--- src/rtl/core/sbt_pkg.sv ---
// Shared types and constants of the S-expression byte tokenizer.
// Depends on nothing; every other file of the block uses it.
package sbt_pkg;

    // Default width of the byte position and token offsets.
    localparam int POSITION_BITS_DEF = 32;

    // Width of the offsets carried in a result.
    localparam int OFFSET_BITS = 32;

    // Depth of the result queue; a power of two of at least four.
    localparam int FIFO_DEPTH = 4;

    // Characters that the scanner recognizes.
    localparam logic [7:0] CH_NUL    = 8'h00;
    localparam logic [7:0] CH_TAB    = 8'h09;
    localparam logic [7:0] CH_NL     = 8'h0a;
    localparam logic [7:0] CH_FF     = 8'h0c;
    localparam logic [7:0] CH_SPACE  = 8'h20;
    localparam logic [7:0] CH_QUOTE  = 8'h22;
    localparam logic [7:0] CH_SEMI   = 8'h3b;
    localparam logic [7:0] CH_BSLASH = 8'h5c;
    localparam logic [7:0] CH_LPAREN = 8'h28;
    localparam logic [7:0] CH_RPAREN = 8'h29;
    localparam logic [7:0] CH_LBRACK = 8'h5b;
    localparam logic [7:0] CH_RBRACK = 8'h5d;
    localparam logic [7:0] CH_LBRACE = 8'h7b;
    localparam logic [7:0] CH_RBRACE = 8'h7d;

    // Scanner modes.
    typedef enum logic [2:0] {
        MODE_BETWEEN = 3'd0,
        MODE_COMMENT = 3'd1,
        MODE_STRING  = 3'd2,
        MODE_ESCAPE  = 3'd3,
        MODE_ATOM    = 3'd4,
        MODE_DEAD    = 3'd5
    } t_mode;

    // Token kinds reported on the output.
    typedef enum logic [2:0] {
        KIND_ERROR  = 3'd0,
        KIND_END    = 3'd1,
        KIND_OPEN   = 3'd2,
        KIND_CLOSE  = 3'd3,
        KIND_STRING = 3'd4,
        KIND_ATOM   = 3'd5
    } t_kind;

    // Bracket shapes.
    typedef enum logic [1:0] {
        SHAPE_ROUND  = 2'd0,
        SHAPE_SQUARE = 2'd1,
        SHAPE_CURLY  = 2'd2
    } t_shape;

    // One result item.
    typedef struct packed {
        t_kind                  kind;
        logic [OFFSET_BITS-1:0] tok_start;
        logic [OFFSET_BITS-1:0] tok_end;
        t_shape                 shape;
        logic                   last;
    } t_token;

    // Results caused by one byte: up to two, in order.
    typedef struct packed {
        logic [1:0] count;
        t_token     res0;
        t_token     res1;
    } t_scan_out;

    // Result queue status seen by the top level.
    typedef struct packed {
        logic [$clog2(FIFO_DEPTH+1)-1:0] count;
        logic                            room;
    } t_fifo_status;

endpackage

--- src/rtl/core/sbt_scanner.sv ---
// Scanner of the tokenizer: mode, position and token start registers with the
// per-byte decode and result generation. Depends on sbt_pkg.
module sbt_scanner #(
    parameter int POSITION_BITS = sbt_pkg::POSITION_BITS_DEF
) (
    input  logic                i_clk,
    input  logic                i_rst_n,
    input  logic                i_valid,
    input  logic [7:0]          i_byte,
    output sbt_pkg::t_scan_out  o_scan
);

    localparam int EXT_BITS = (POSITION_BITS > sbt_pkg::OFFSET_BITS) ?
                              POSITION_BITS : sbt_pkg::OFFSET_BITS;

    // Position plus one, held at the maximum.
    function automatic logic [POSITION_BITS-1:0] sat_inc(
        input logic [POSITION_BITS-1:0] v
    );
        return (&v) ? v : v + POSITION_BITS'(1);
    endfunction

    // Low offset bits of a position, zero-extended when positions are narrow.
    function automatic logic [sbt_pkg::OFFSET_BITS-1:0] to_offset(
        input logic [POSITION_BITS-1:0] v
    );
        logic [EXT_BITS-1:0] e;
        e = EXT_BITS'(v);
        return e[sbt_pkg::OFFSET_BITS-1:0];
    endfunction

    function automatic sbt_pkg::t_token make_tok(
        input sbt_pkg::t_kind           kind,
        input logic [POSITION_BITS-1:0] st,
        input logic [POSITION_BITS-1:0] en,
        input sbt_pkg::t_shape          shape,
        input logic                     last
    );
        sbt_pkg::t_token t;
        t.kind      = kind;
        t.tok_start = to_offset(st);
        t.tok_end   = to_offset(en);
        t.shape     = shape;
        t.last      = last;
        return t;
    endfunction

    sbt_pkg::t_mode           r_mode, n_mode;
    logic [POSITION_BITS-1:0] r_pos, n_pos;
    logic [POSITION_BITS-1:0] r_begin, n_begin;
    logic [POSITION_BITS-1:0] pos_inc;

    logic            is_zero, is_nl, is_blank, is_semi, is_quote, is_bslash;
    logic            is_open, is_close, is_delim;
    sbt_pkg::t_shape ch_shape;

    // What a byte does between tokens.
    logic                     bt_emit;
    sbt_pkg::t_token          bt_tok;
    sbt_pkg::t_mode           bt_mode;
    logic                     bt_set_begin;

    assign pos_inc = sat_inc(r_pos);

    // Character classes.
    always_comb begin
        is_zero   = (i_byte == sbt_pkg::CH_NUL);
        is_nl     = (i_byte == sbt_pkg::CH_NL);
        is_blank  = (i_byte == sbt_pkg::CH_SPACE) || (i_byte == sbt_pkg::CH_TAB) ||
                    (i_byte == sbt_pkg::CH_FF) || is_nl;
        is_semi   = (i_byte == sbt_pkg::CH_SEMI);
        is_quote  = (i_byte == sbt_pkg::CH_QUOTE);
        is_bslash = (i_byte == sbt_pkg::CH_BSLASH);
        is_open   = (i_byte == sbt_pkg::CH_LPAREN) || (i_byte == sbt_pkg::CH_LBRACK) ||
                    (i_byte == sbt_pkg::CH_LBRACE);
        is_close  = (i_byte == sbt_pkg::CH_RPAREN) || (i_byte == sbt_pkg::CH_RBRACK) ||
                    (i_byte == sbt_pkg::CH_RBRACE);
        is_delim  = is_zero || is_blank || is_semi || is_quote || is_open || is_close;
        if ((i_byte == sbt_pkg::CH_LBRACK) || (i_byte == sbt_pkg::CH_RBRACK)) begin
            ch_shape = sbt_pkg::SHAPE_SQUARE;
        end else if ((i_byte == sbt_pkg::CH_LBRACE) || (i_byte == sbt_pkg::CH_RBRACE)) begin
            ch_shape = sbt_pkg::SHAPE_CURLY;
        end else begin
            ch_shape = sbt_pkg::SHAPE_ROUND;
        end
    end

    // Handling of a byte that arrives between tokens.
    always_comb begin
        bt_emit      = is_zero || is_open || is_close;
        bt_set_begin = 1'b0;
        if (is_zero) begin
            bt_tok = make_tok(sbt_pkg::KIND_END, r_pos, r_pos, sbt_pkg::SHAPE_ROUND, 1'b1);
        end else if (is_open) begin
            bt_tok = make_tok(sbt_pkg::KIND_OPEN, r_pos, pos_inc, ch_shape, 1'b1);
        end else begin
            bt_tok = make_tok(sbt_pkg::KIND_CLOSE, r_pos, pos_inc, ch_shape, 1'b1);
        end
        priority if (is_zero || is_blank || is_open || is_close) begin
            bt_mode = sbt_pkg::MODE_BETWEEN;
        end else if (is_semi) begin
            bt_mode = sbt_pkg::MODE_COMMENT;
        end else if (is_quote) begin
            bt_mode      = sbt_pkg::MODE_STRING;
            bt_set_begin = 1'b1;
        end else begin
            bt_mode      = sbt_pkg::MODE_ATOM;
            bt_set_begin = 1'b1;
        end
    end

    // Next state.
    always_comb begin
        logic restart;
        restart = 1'b0;
        n_mode  = r_mode;
        n_pos   = pos_inc;
        n_begin = r_begin;
        unique case (r_mode)
            sbt_pkg::MODE_COMMENT: begin
                if (is_zero) begin
                    restart = 1'b1;
                end else if (is_nl) begin
                    n_mode = sbt_pkg::MODE_BETWEEN;
                end
            end
            sbt_pkg::MODE_STRING: begin
                // Ordinary string bytes leave the mode unchanged.
                if (is_zero) begin
                    restart = 1'b1;
                end else if (is_nl) begin
                    n_mode = sbt_pkg::MODE_DEAD;
                end else if (is_quote) begin
                    n_mode = sbt_pkg::MODE_BETWEEN;
                end else if (is_bslash) begin
                    n_mode = sbt_pkg::MODE_ESCAPE;
                end
            end
            sbt_pkg::MODE_ESCAPE: begin
                if (is_zero) begin
                    restart = 1'b1;
                end else begin
                    n_mode = sbt_pkg::MODE_STRING;
                end
            end
            sbt_pkg::MODE_ATOM: begin
                if (is_delim) begin
                    n_mode  = bt_mode;
                    restart = is_zero;
                    if (bt_set_begin) begin
                        n_begin = r_pos;
                    end
                end
            end
            sbt_pkg::MODE_DEAD: begin
                restart = is_zero;
            end
            default: begin
                n_mode  = bt_mode;
                restart = is_zero;
                if (bt_set_begin) begin
                    n_begin = r_pos;
                end
            end
        endcase
        // End of text puts everything back to the reset state.
        if (restart) begin
            n_mode  = sbt_pkg::MODE_BETWEEN;
            n_pos   = '0;
            n_begin = '0;
        end
    end

    // Results of the current byte.
    always_comb begin
        o_scan = '0;
        unique case (r_mode)
            sbt_pkg::MODE_COMMENT: begin
                if (is_zero) begin
                    o_scan.count = 2'd1;
                    o_scan.res0  = bt_tok;
                end
            end
            sbt_pkg::MODE_STRING: begin
                if (is_zero || is_nl) begin
                    o_scan.count = 2'd1;
                    o_scan.res0  = make_tok(sbt_pkg::KIND_ERROR, r_begin, r_pos,
                                            sbt_pkg::SHAPE_ROUND, 1'b1);
                end else if (is_quote) begin
                    o_scan.count = 2'd1;
                    o_scan.res0  = make_tok(sbt_pkg::KIND_STRING, r_begin, pos_inc,
                                            sbt_pkg::SHAPE_ROUND, 1'b1);
                end
            end
            sbt_pkg::MODE_ESCAPE: begin
                if (is_zero) begin
                    o_scan.count = 2'd1;
                    o_scan.res0  = make_tok(sbt_pkg::KIND_ERROR, r_begin, r_pos,
                                            sbt_pkg::SHAPE_ROUND, 1'b1);
                end
            end
            sbt_pkg::MODE_ATOM: begin
                // The delimiter closes the atom and is then scanned itself.
                if (is_delim) begin
                    o_scan.res0 = make_tok(sbt_pkg::KIND_ATOM, r_begin, r_pos,
                                           sbt_pkg::SHAPE_ROUND, !bt_emit);
                    o_scan.res1 = bt_tok;
                    o_scan.count = bt_emit ? 2'd2 : 2'd1;
                end
            end
            sbt_pkg::MODE_DEAD: begin
                o_scan.count = 2'd0;
            end
            default: begin
                if (bt_emit) begin
                    o_scan.count = 2'd1;
                    o_scan.res0  = bt_tok;
                end
            end
        endcase
    end

    // State registers.
    always_ff @(posedge i_clk) begin
        if (!i_rst_n) begin
            r_mode  <= sbt_pkg::MODE_BETWEEN;
            r_pos   <= '0;
            r_begin <= '0;
        end else if (i_valid) begin
            r_mode  <= n_mode;
            r_pos   <= n_pos;
            r_begin <= n_begin;
        end
    end

endmodule

--- src/rtl/core/sbt_out_fifo.sv ---
// Result queue of the tokenizer: takes up to two tokens per cycle and hands
// out one per transfer. Depends on sbt_pkg.
module sbt_out_fifo (
    input  logic                   i_clk,
    input  logic                   i_rst_n,
    input  logic                   i_push_en,
    input  sbt_pkg::t_scan_out     i_push,
    input  logic                   i_pop,
    output logic                   o_valid,
    output sbt_pkg::t_token        o_tok,
    output sbt_pkg::t_fifo_status  o_status
);

    localparam int DEPTH = sbt_pkg::FIFO_DEPTH;
    localparam int PTR_W = $clog2(DEPTH);
    localparam int CNT_W = $clog2(DEPTH + 1);

    sbt_pkg::t_token r_mem [DEPTH];
    logic [PTR_W-1:0] r_wr_ptr, r_rd_ptr;
    logic [CNT_W-1:0] r_count, n_count;
    logic [1:0]       push_cnt;
    logic             pop_ok;

    assign push_cnt = i_push_en ? i_push.count : 2'd0;
    assign pop_ok   = i_pop && (r_count != '0);
    assign n_count  = r_count + CNT_W'(push_cnt) - CNT_W'(pop_ok);

    assign o_valid         = (r_count != '0);
    assign o_tok           = r_mem[r_rd_ptr];
    assign o_status.count  = r_count;
    assign o_status.room   = (r_count <= CNT_W'(DEPTH - 2));

    // Storage: the first token at the write pointer, the second after it.
    always_ff @(posedge i_clk) begin
        if (push_cnt != 2'd0) begin
            r_mem[r_wr_ptr] <= i_push.res0;
        end
        if (push_cnt == 2'd2) begin
            r_mem[r_wr_ptr + PTR_W'(1)] <= i_push.res1;
        end
    end

    // Pointers and fill level.
    always_ff @(posedge i_clk) begin
        if (!i_rst_n) begin
            r_wr_ptr <= '0;
            r_rd_ptr <= '0;
            r_count  <= '0;
        end else begin
            r_wr_ptr <= r_wr_ptr + PTR_W'(push_cnt);
            r_rd_ptr <= r_rd_ptr + PTR_W'(pop_ok);
            r_count  <= n_count;
        end
    end

endmodule

--- src/rtl/core/sexpr_byte_tokenizer.sv ---
// S-expression byte tokenizer: one text byte per input transfer, one token per output transfer.
// A byte is registered in the input register, scanned from there into the result queue and is
// offered from the queue. Throughput: one byte per cycle while the queue has room for two tokens;
// a byte that yields two tokens takes two output transfers, which the four-entry result queue absorbs.
// Reset (i_rst_n low, synchronous): mode between tokens, position and token start zero, queue
// empty.
module sexpr_byte_tokenizer #(
    parameter int POSITION_BITS = sbt_pkg::POSITION_BITS_DEF
) (
    input  logic        i_clk,
    input  logic        i_rst_n,
    // Input stream.
    input  logic        i_s_axis_tvalid,
    output logic        o_s_axis_tready,
    input  logic [7:0]  i_s_axis_tdata,   // [7:0] text_byte
    // Result stream.
    output logic        o_m_axis_tvalid,
    input  logic        i_m_axis_tready,
    output logic [71:0] o_m_axis_tdata,   // [31:0] token_start, [63:32] token_end,
                                          // [65:64] bracket_shape, [71:66] zero
    output logic [2:0]  o_m_axis_tuser,   // [2:0] token_kind
    output logic        o_m_axis_tlast    // last_of_run
);

    logic                  r_in_valid;
    logic [7:0]            r_in_byte;
    logic                  advance;
    logic                  pop;
    sbt_pkg::t_scan_out    scan;
    sbt_pkg::t_token       out_tok;
    sbt_pkg::t_fifo_status fifo_st;

    // The held byte moves on when the queue has room for two tokens.
    assign advance         = r_in_valid && fifo_st.room;
    assign o_s_axis_tready = !r_in_valid || advance;
    assign pop             = o_m_axis_tvalid && i_m_axis_tready;

    // Input register.
    always_ff @(posedge i_clk) begin
        if (!i_rst_n) begin
            r_in_valid <= 1'b0;
        end else if (o_s_axis_tready) begin
            r_in_valid <= i_s_axis_tvalid;
        end
    end

    always_ff @(posedge i_clk) begin
        if (o_s_axis_tready && i_s_axis_tvalid) begin
            r_in_byte <= i_s_axis_tdata;
        end
    end

    sbt_scanner #(
        .POSITION_BITS(POSITION_BITS)
    ) u_scanner (
        .i_clk   (i_clk),
        .i_rst_n (i_rst_n),
        .i_valid (advance),
        .i_byte  (r_in_byte),
        .o_scan  (scan)
    );

    sbt_out_fifo u_out_fifo (
        .i_clk     (i_clk),
        .i_rst_n   (i_rst_n),
        .i_push_en (advance),
        .i_push    (scan),
        .i_pop     (pop),
        .o_valid   (o_m_axis_tvalid),
        .o_tok     (out_tok),
        .o_status  (fifo_st)
    );

    // Output packing.
    assign o_m_axis_tdata = {6'd0, out_tok.shape, out_tok.tok_end, out_tok.tok_start};
    assign o_m_axis_tuser = out_tok.kind;
    assign o_m_axis_tlast = out_tok.last;

    // The queue never holds more tokens than it has entries.
    a_fifo_bound: assert property (@(posedge i_clk) disable iff (!i_rst_n)
        fifo_st.count <= ($clog2(sbt_pkg::FIFO_DEPTH + 1))'(sbt_pkg::FIFO_DEPTH))
        else $error("result queue overflow");

    // A scanned byte yields at most two tokens.
    a_scan_count: assert property (@(posedge i_clk) disable iff (!i_rst_n)
        advance |-> (scan.count != 2'd3))
        else $error("scanner produced more than two tokens");

    // A byte that yields two tokens marks only the second as last.
    a_last_flag: assert property (@(posedge i_clk) disable iff (!i_rst_n)
        (advance && (scan.count == 2'd2)) |-> (!scan.res0.last && scan.res1.last))
        else $error("wrong last flag on a token pair");

    // The queue drains to empty when its only token leaves and nothing arrives.
    a_drain: assert property (@(posedge i_clk) disable iff (!i_rst_n)
        (pop && (fifo_st.count == ($clog2(sbt_pkg::FIFO_DEPTH + 1))'(1)) &&
         !(advance && (scan.count != 2'd0))) |=> !o_m_axis_tvalid)
        else $error("result queue did not drain");

endmodule

--- config.mk ---
export PLATFORM = sky130hd
export DESIGN_NAME = sexpr_byte_tokenizer
export DESIGN_NICKNAME = d
export VERILOG_FILES = /design/src/rtl/core/sbt_pkg.sv /design/src/rtl/core/sbt_scanner.sv /design/src/rtl/core/sbt_out_fifo.sv /design/src/rtl/core/sexpr_byte_tokenizer.sv
export SDC_FILE = /design/constraint.sdc
export NUM_CORES = 1
export LEC_CHECK = 0
export BUFFER_PORTS_ARGS = -buffer_cell sky130_fd_sc_hd__clkbuf_2
export CAP_MARGIN = 20
export CORE_ASPECT_RATIO = 0.9
export CORE_MARGIN = 5
export CORE_UTILIZATION = 25
export CTS_CLUSTER_DIAMETER = 50
export DETAILED_ROUTE_END_ITERATION = 6
export GPL_TIMING_DRIVEN = 0
export RECOVER_POWER = 25
export SYNTH_ARGS = -nofsm -noshare
export SYNTH_HDL_FRONTEND = slang
export SYNTH_SLANG_ARGS = --single-unit
export TNS_END_PERCENT = 100
--- constraint.sdc ---
create_clock -name i_clk -period 7.5 [get_ports i_clk]
set_input_delay 0.375 -clock i_clk [delete_from_list [all_inputs] [get_ports i_clk]]
set_output_delay 0.375 -clock i_clk [all_outputs]
set_load 0.01 [all_outputs]
==> metrics.csv <==
metric,value,unit
status,"complete, but fails checks",
violated checks,"max-capacitance violations, max-slew violations",
routed len/inst,25.2,um
CP max stage delay,1.45,ns
first-pass GRT wire length,105000,um
Antenna Nets Post-Route,0,
Pwr Total,5220,uW
Pre-antenna DRT Iters,6,
initial antenna violation count,1,
Area contributors post-synth,"edfxtp_1 44%, dfxtp_1 8.2%, mux4_2 8.2%",
final hold violations,0,
CP cell instances,"clkbuf_1, or4_1, clkbuf_1, nor4_1, o221ai_1, o21ai_0, clkbuf_1, nand2_4, buf_16",
hold path depth,3,
vias after detailed routing,15862,
"commonest non-fill, non-tap cell in the layout",edfxtp_1,
CP endpoint kind,flip-flop,
Die Span Y,273,um
vias in the first global route,15447,
port bufs,82,
starting density of the core,0.252,
Register Area,10100,um^2
clk slew on worst S/H paths,0.06,ns
Fill cells,7859,
DR DRC count,0,
Core Area,76400,um^2
"Slew Viols, Final",44,
routed wire length,72800,um
setup_tns,0,ns
final setup vio count,0,
crit path launch type,flip-flop,
Post-Synth Simple-Gate Area,0.122,
most frequent cells in the layout,"284 x edfxtp_1, 178 x clkbuf_1, 156 x a22o_1",
YS warnings,0,
"Distinct cells, synth",83,
Buf/Inv on CP,4,
CP required,7.78,ns
clock root buffer master,clkbuf_16,
Slowest cell on crit path,o21ai_0,
Cells after Synth,1669,
largest net degree at the start of global routing,39,
Least-Margin Pin Slew,2.38,ns
standard-cell rows,96,
Sink Count,363,
"area leader, netlist",edfxtp_1,
crit path max fanout,38,
Overflow after GRT,0,
Crit path max-delay family,compound AO/OA/AOI/OAI gates,
share of cells above drive strength 1,0.140,
Initial DRC Count,1804,
Max Clock Skew,0.0363,ns
CTS tree,yes,
Total Die Area,82800,um^2
total track usage,0.170,
Area Growth Syn to Fin,16.7,%
Via density,5.50,
crit path to,u_out_fifo.r_mem[0][41]$_DFFE_PP_,
Nets,1835,
Tmin final,5.97,ns
capturing point of the worst reg2reg path,u_out_fifo.r_mem[0][41]$_DFFE_PP_,
Crit Path Class,flip-flop to flip-flop,
sequential area share after synthesis,0.524,
Multi-input gate area,8240,um^2
Power Dens Cells,232,nW/um^2
r2r startpoint,r_in_byte[4]$_DFFE_PP_,
IO Count,90,
Final Core Density,0.295,
Levels on crit path,9,
Max rail drop VDD,0.145,mV
worst path arrival time,6.25,ns
Min-Delay Path Class,input port to flip-flop,
largest family of logic cells by synthesized area,compound AO/OA/AOI/OAI gates,
largest buffer count on any clock path,3,
postcts setup bufs,0,
period utilization,0.796,
crit-path most repeated cell,clkbuf_1,
n_diodes,0,
mux cell area share after synthesis,0.0844,
# Max-Cap Violations,5,
DPL Wire Length,52000,um
number of synthesized flops with an enable pin,284,
hold path startpoint,i_s_axis_tvalid,
top cell type's share of synthesized area,0.442,
H-tree Lvls,2,
post-synthesis xor/xnor area fraction,0.0163,
leading register cell type out of synthesis,edfxtp_1,
Horiz. Die Dim,303,um
R2R depth,9,
fmax,167,MHz
Worst setup startpoint,r_in_byte[4]$_DFFE_PP_,
Post-Syn Area per Cell,11.6,um^2
#FFs+latches synth,363,
reg2reg setup slack,1.53,ns
Worst-Skew Late Latency,0.60,ns
Post-Synth Adder-Cell Area,0.00363,
asr flop ratio synth,0,
post-synthesis cell area,19300,um^2
CTS Buf Count,44,
placer congestion estimate,1.00,
RSZ-0062 raised after global routing,no,
headroom to the max-slew limit,-0.599,
Synth Area in Compound Gates,0.204,
Lkg Pwr,0.00684,uW
cell families after synthesis:
logic type / count (synthesis)
mux: 75
fa+ha+maj: 5
flops: 363
compound gates: 542
xor+xnor: 35
buf+inv: 195
other cells: 1
simple gates: 453
flip-flops by register name, indices dropped and copies added (netlist names):
| name | cells |
|---|---|
| u_out_fifo.r_count | 3 |
| u_scanner.r_pos | 32 |
| u_scanner.r_begin | 32 |
| u_scanner.r_mode | 3 |
| r_in_valid | 1 |
| r_in_byte | 8 |
| u_out_fifo.r_rd_ptr | 2 |
| u_out_fifo.r_wr_ptr | 2 |
| u_out_fifo.r_mem | 280 |
through the flow:
stage | cell area (um^2) | worst slack (ns) | hold WS, ns | std cells
floorplan | 19300 | 3.16 | 0.438 | 1674
CTS | 22700 | 2.98 | 0.0797 | 2881
detailed placement | 21200 | 3.00 | 0.463 | 2792
global placement | 21000 | 0.699 | 0.451 | 2785
finish | 22500 | 1.53 | 0.0802 | 2882
global route | 22500 | 1.51 | 0.122 | 2882
layout make-up:
class,instances,share of cell area
Buffer,182,0.0342
Sequential cell,363,0.449
Timing Repair Buffer,98,0.0266
Clock buffer,53,0.0518
Inverter,13,0.00217
Clock inverter,28,0.0126
Tap cell,1029,0.0572
Multi-Input combinational cell,1116,0.366
metal layers:
metal	vias up	share of wire	wire [um]	GRT usage
met5	-	0	0	0
li1	6931	-	-	-
met3	147	0.094	6840	0.0423
met2	843	0.46	33600	0.270
met1	7941	0.41	29600	0.227
met4	0	0.037	2660	0.0564
Yosys cell counts, drive strengths merged, types with 6 or more instances:
library cell	n
a211oi	6
a21boi	10
a21o	11
a21oi	65
a22o	156
a22oi	6
and2	20
and3	15
and4	8
buf	69
clkbuf	113
dfxtp	79
edfxtp	284
inv	13
mux4	70
nand2	90
nand2b	13
nand3	103
nand4	16
nor2	61
nor2b	25
nor3	53
nor4	13
o2111ai	9
o211ai	7
o21ai	106
o22ai	117
o31ai	7
or3	13
or4	8
xnor2	15
xor2	20
power by group:
part | leakage, uW | switching (uW) | internal [uW]
sequential | 0.00342 | 14.8 | 2170
clock | 0.000711 | 917 | 1230
combinational | 0.00270 | 540 | 350
worst register-to-register path, cell delays in order (launching register included):
cell and delay (ns):
edfxtp_1 0.36, clkbuf_1 0.22, or4_1 0.54, clkbuf_1 0.23
nor4_1 0.77, o221ai_1 0.49, o21ai_0 1.45, clkbuf_1 0.67
nand2_4 0.49, buf_16 0.37
worst min path at each step:
stage	to	slack, ns
2_1_floorplan	u_out_fifo.r_mem[2][69]$_SDFFE_PP0P_	0.44
3_3_place_gp	u_out_fifo.r_mem[0][69]$_SDFFE_PN0P_	0.45
3_5_place_dp	u_scanner.r_begin[10]$_SDFFE_PN0P_	0.46
4_1_cts	r_in_valid$_SDFFE_PN0N_	0.08
5_1_grt	r_in_valid$_SDFFE_PN0N_	0.12
6_report	r_in_valid$_SDFFE_PN0N_	0.08
repair_timing:
action                                 CTS  global route
hold buffers                             8             0
endpoints found under the hold margin    8             0
resized for setup                        0             0
Power figures use the tool's default switching activity.
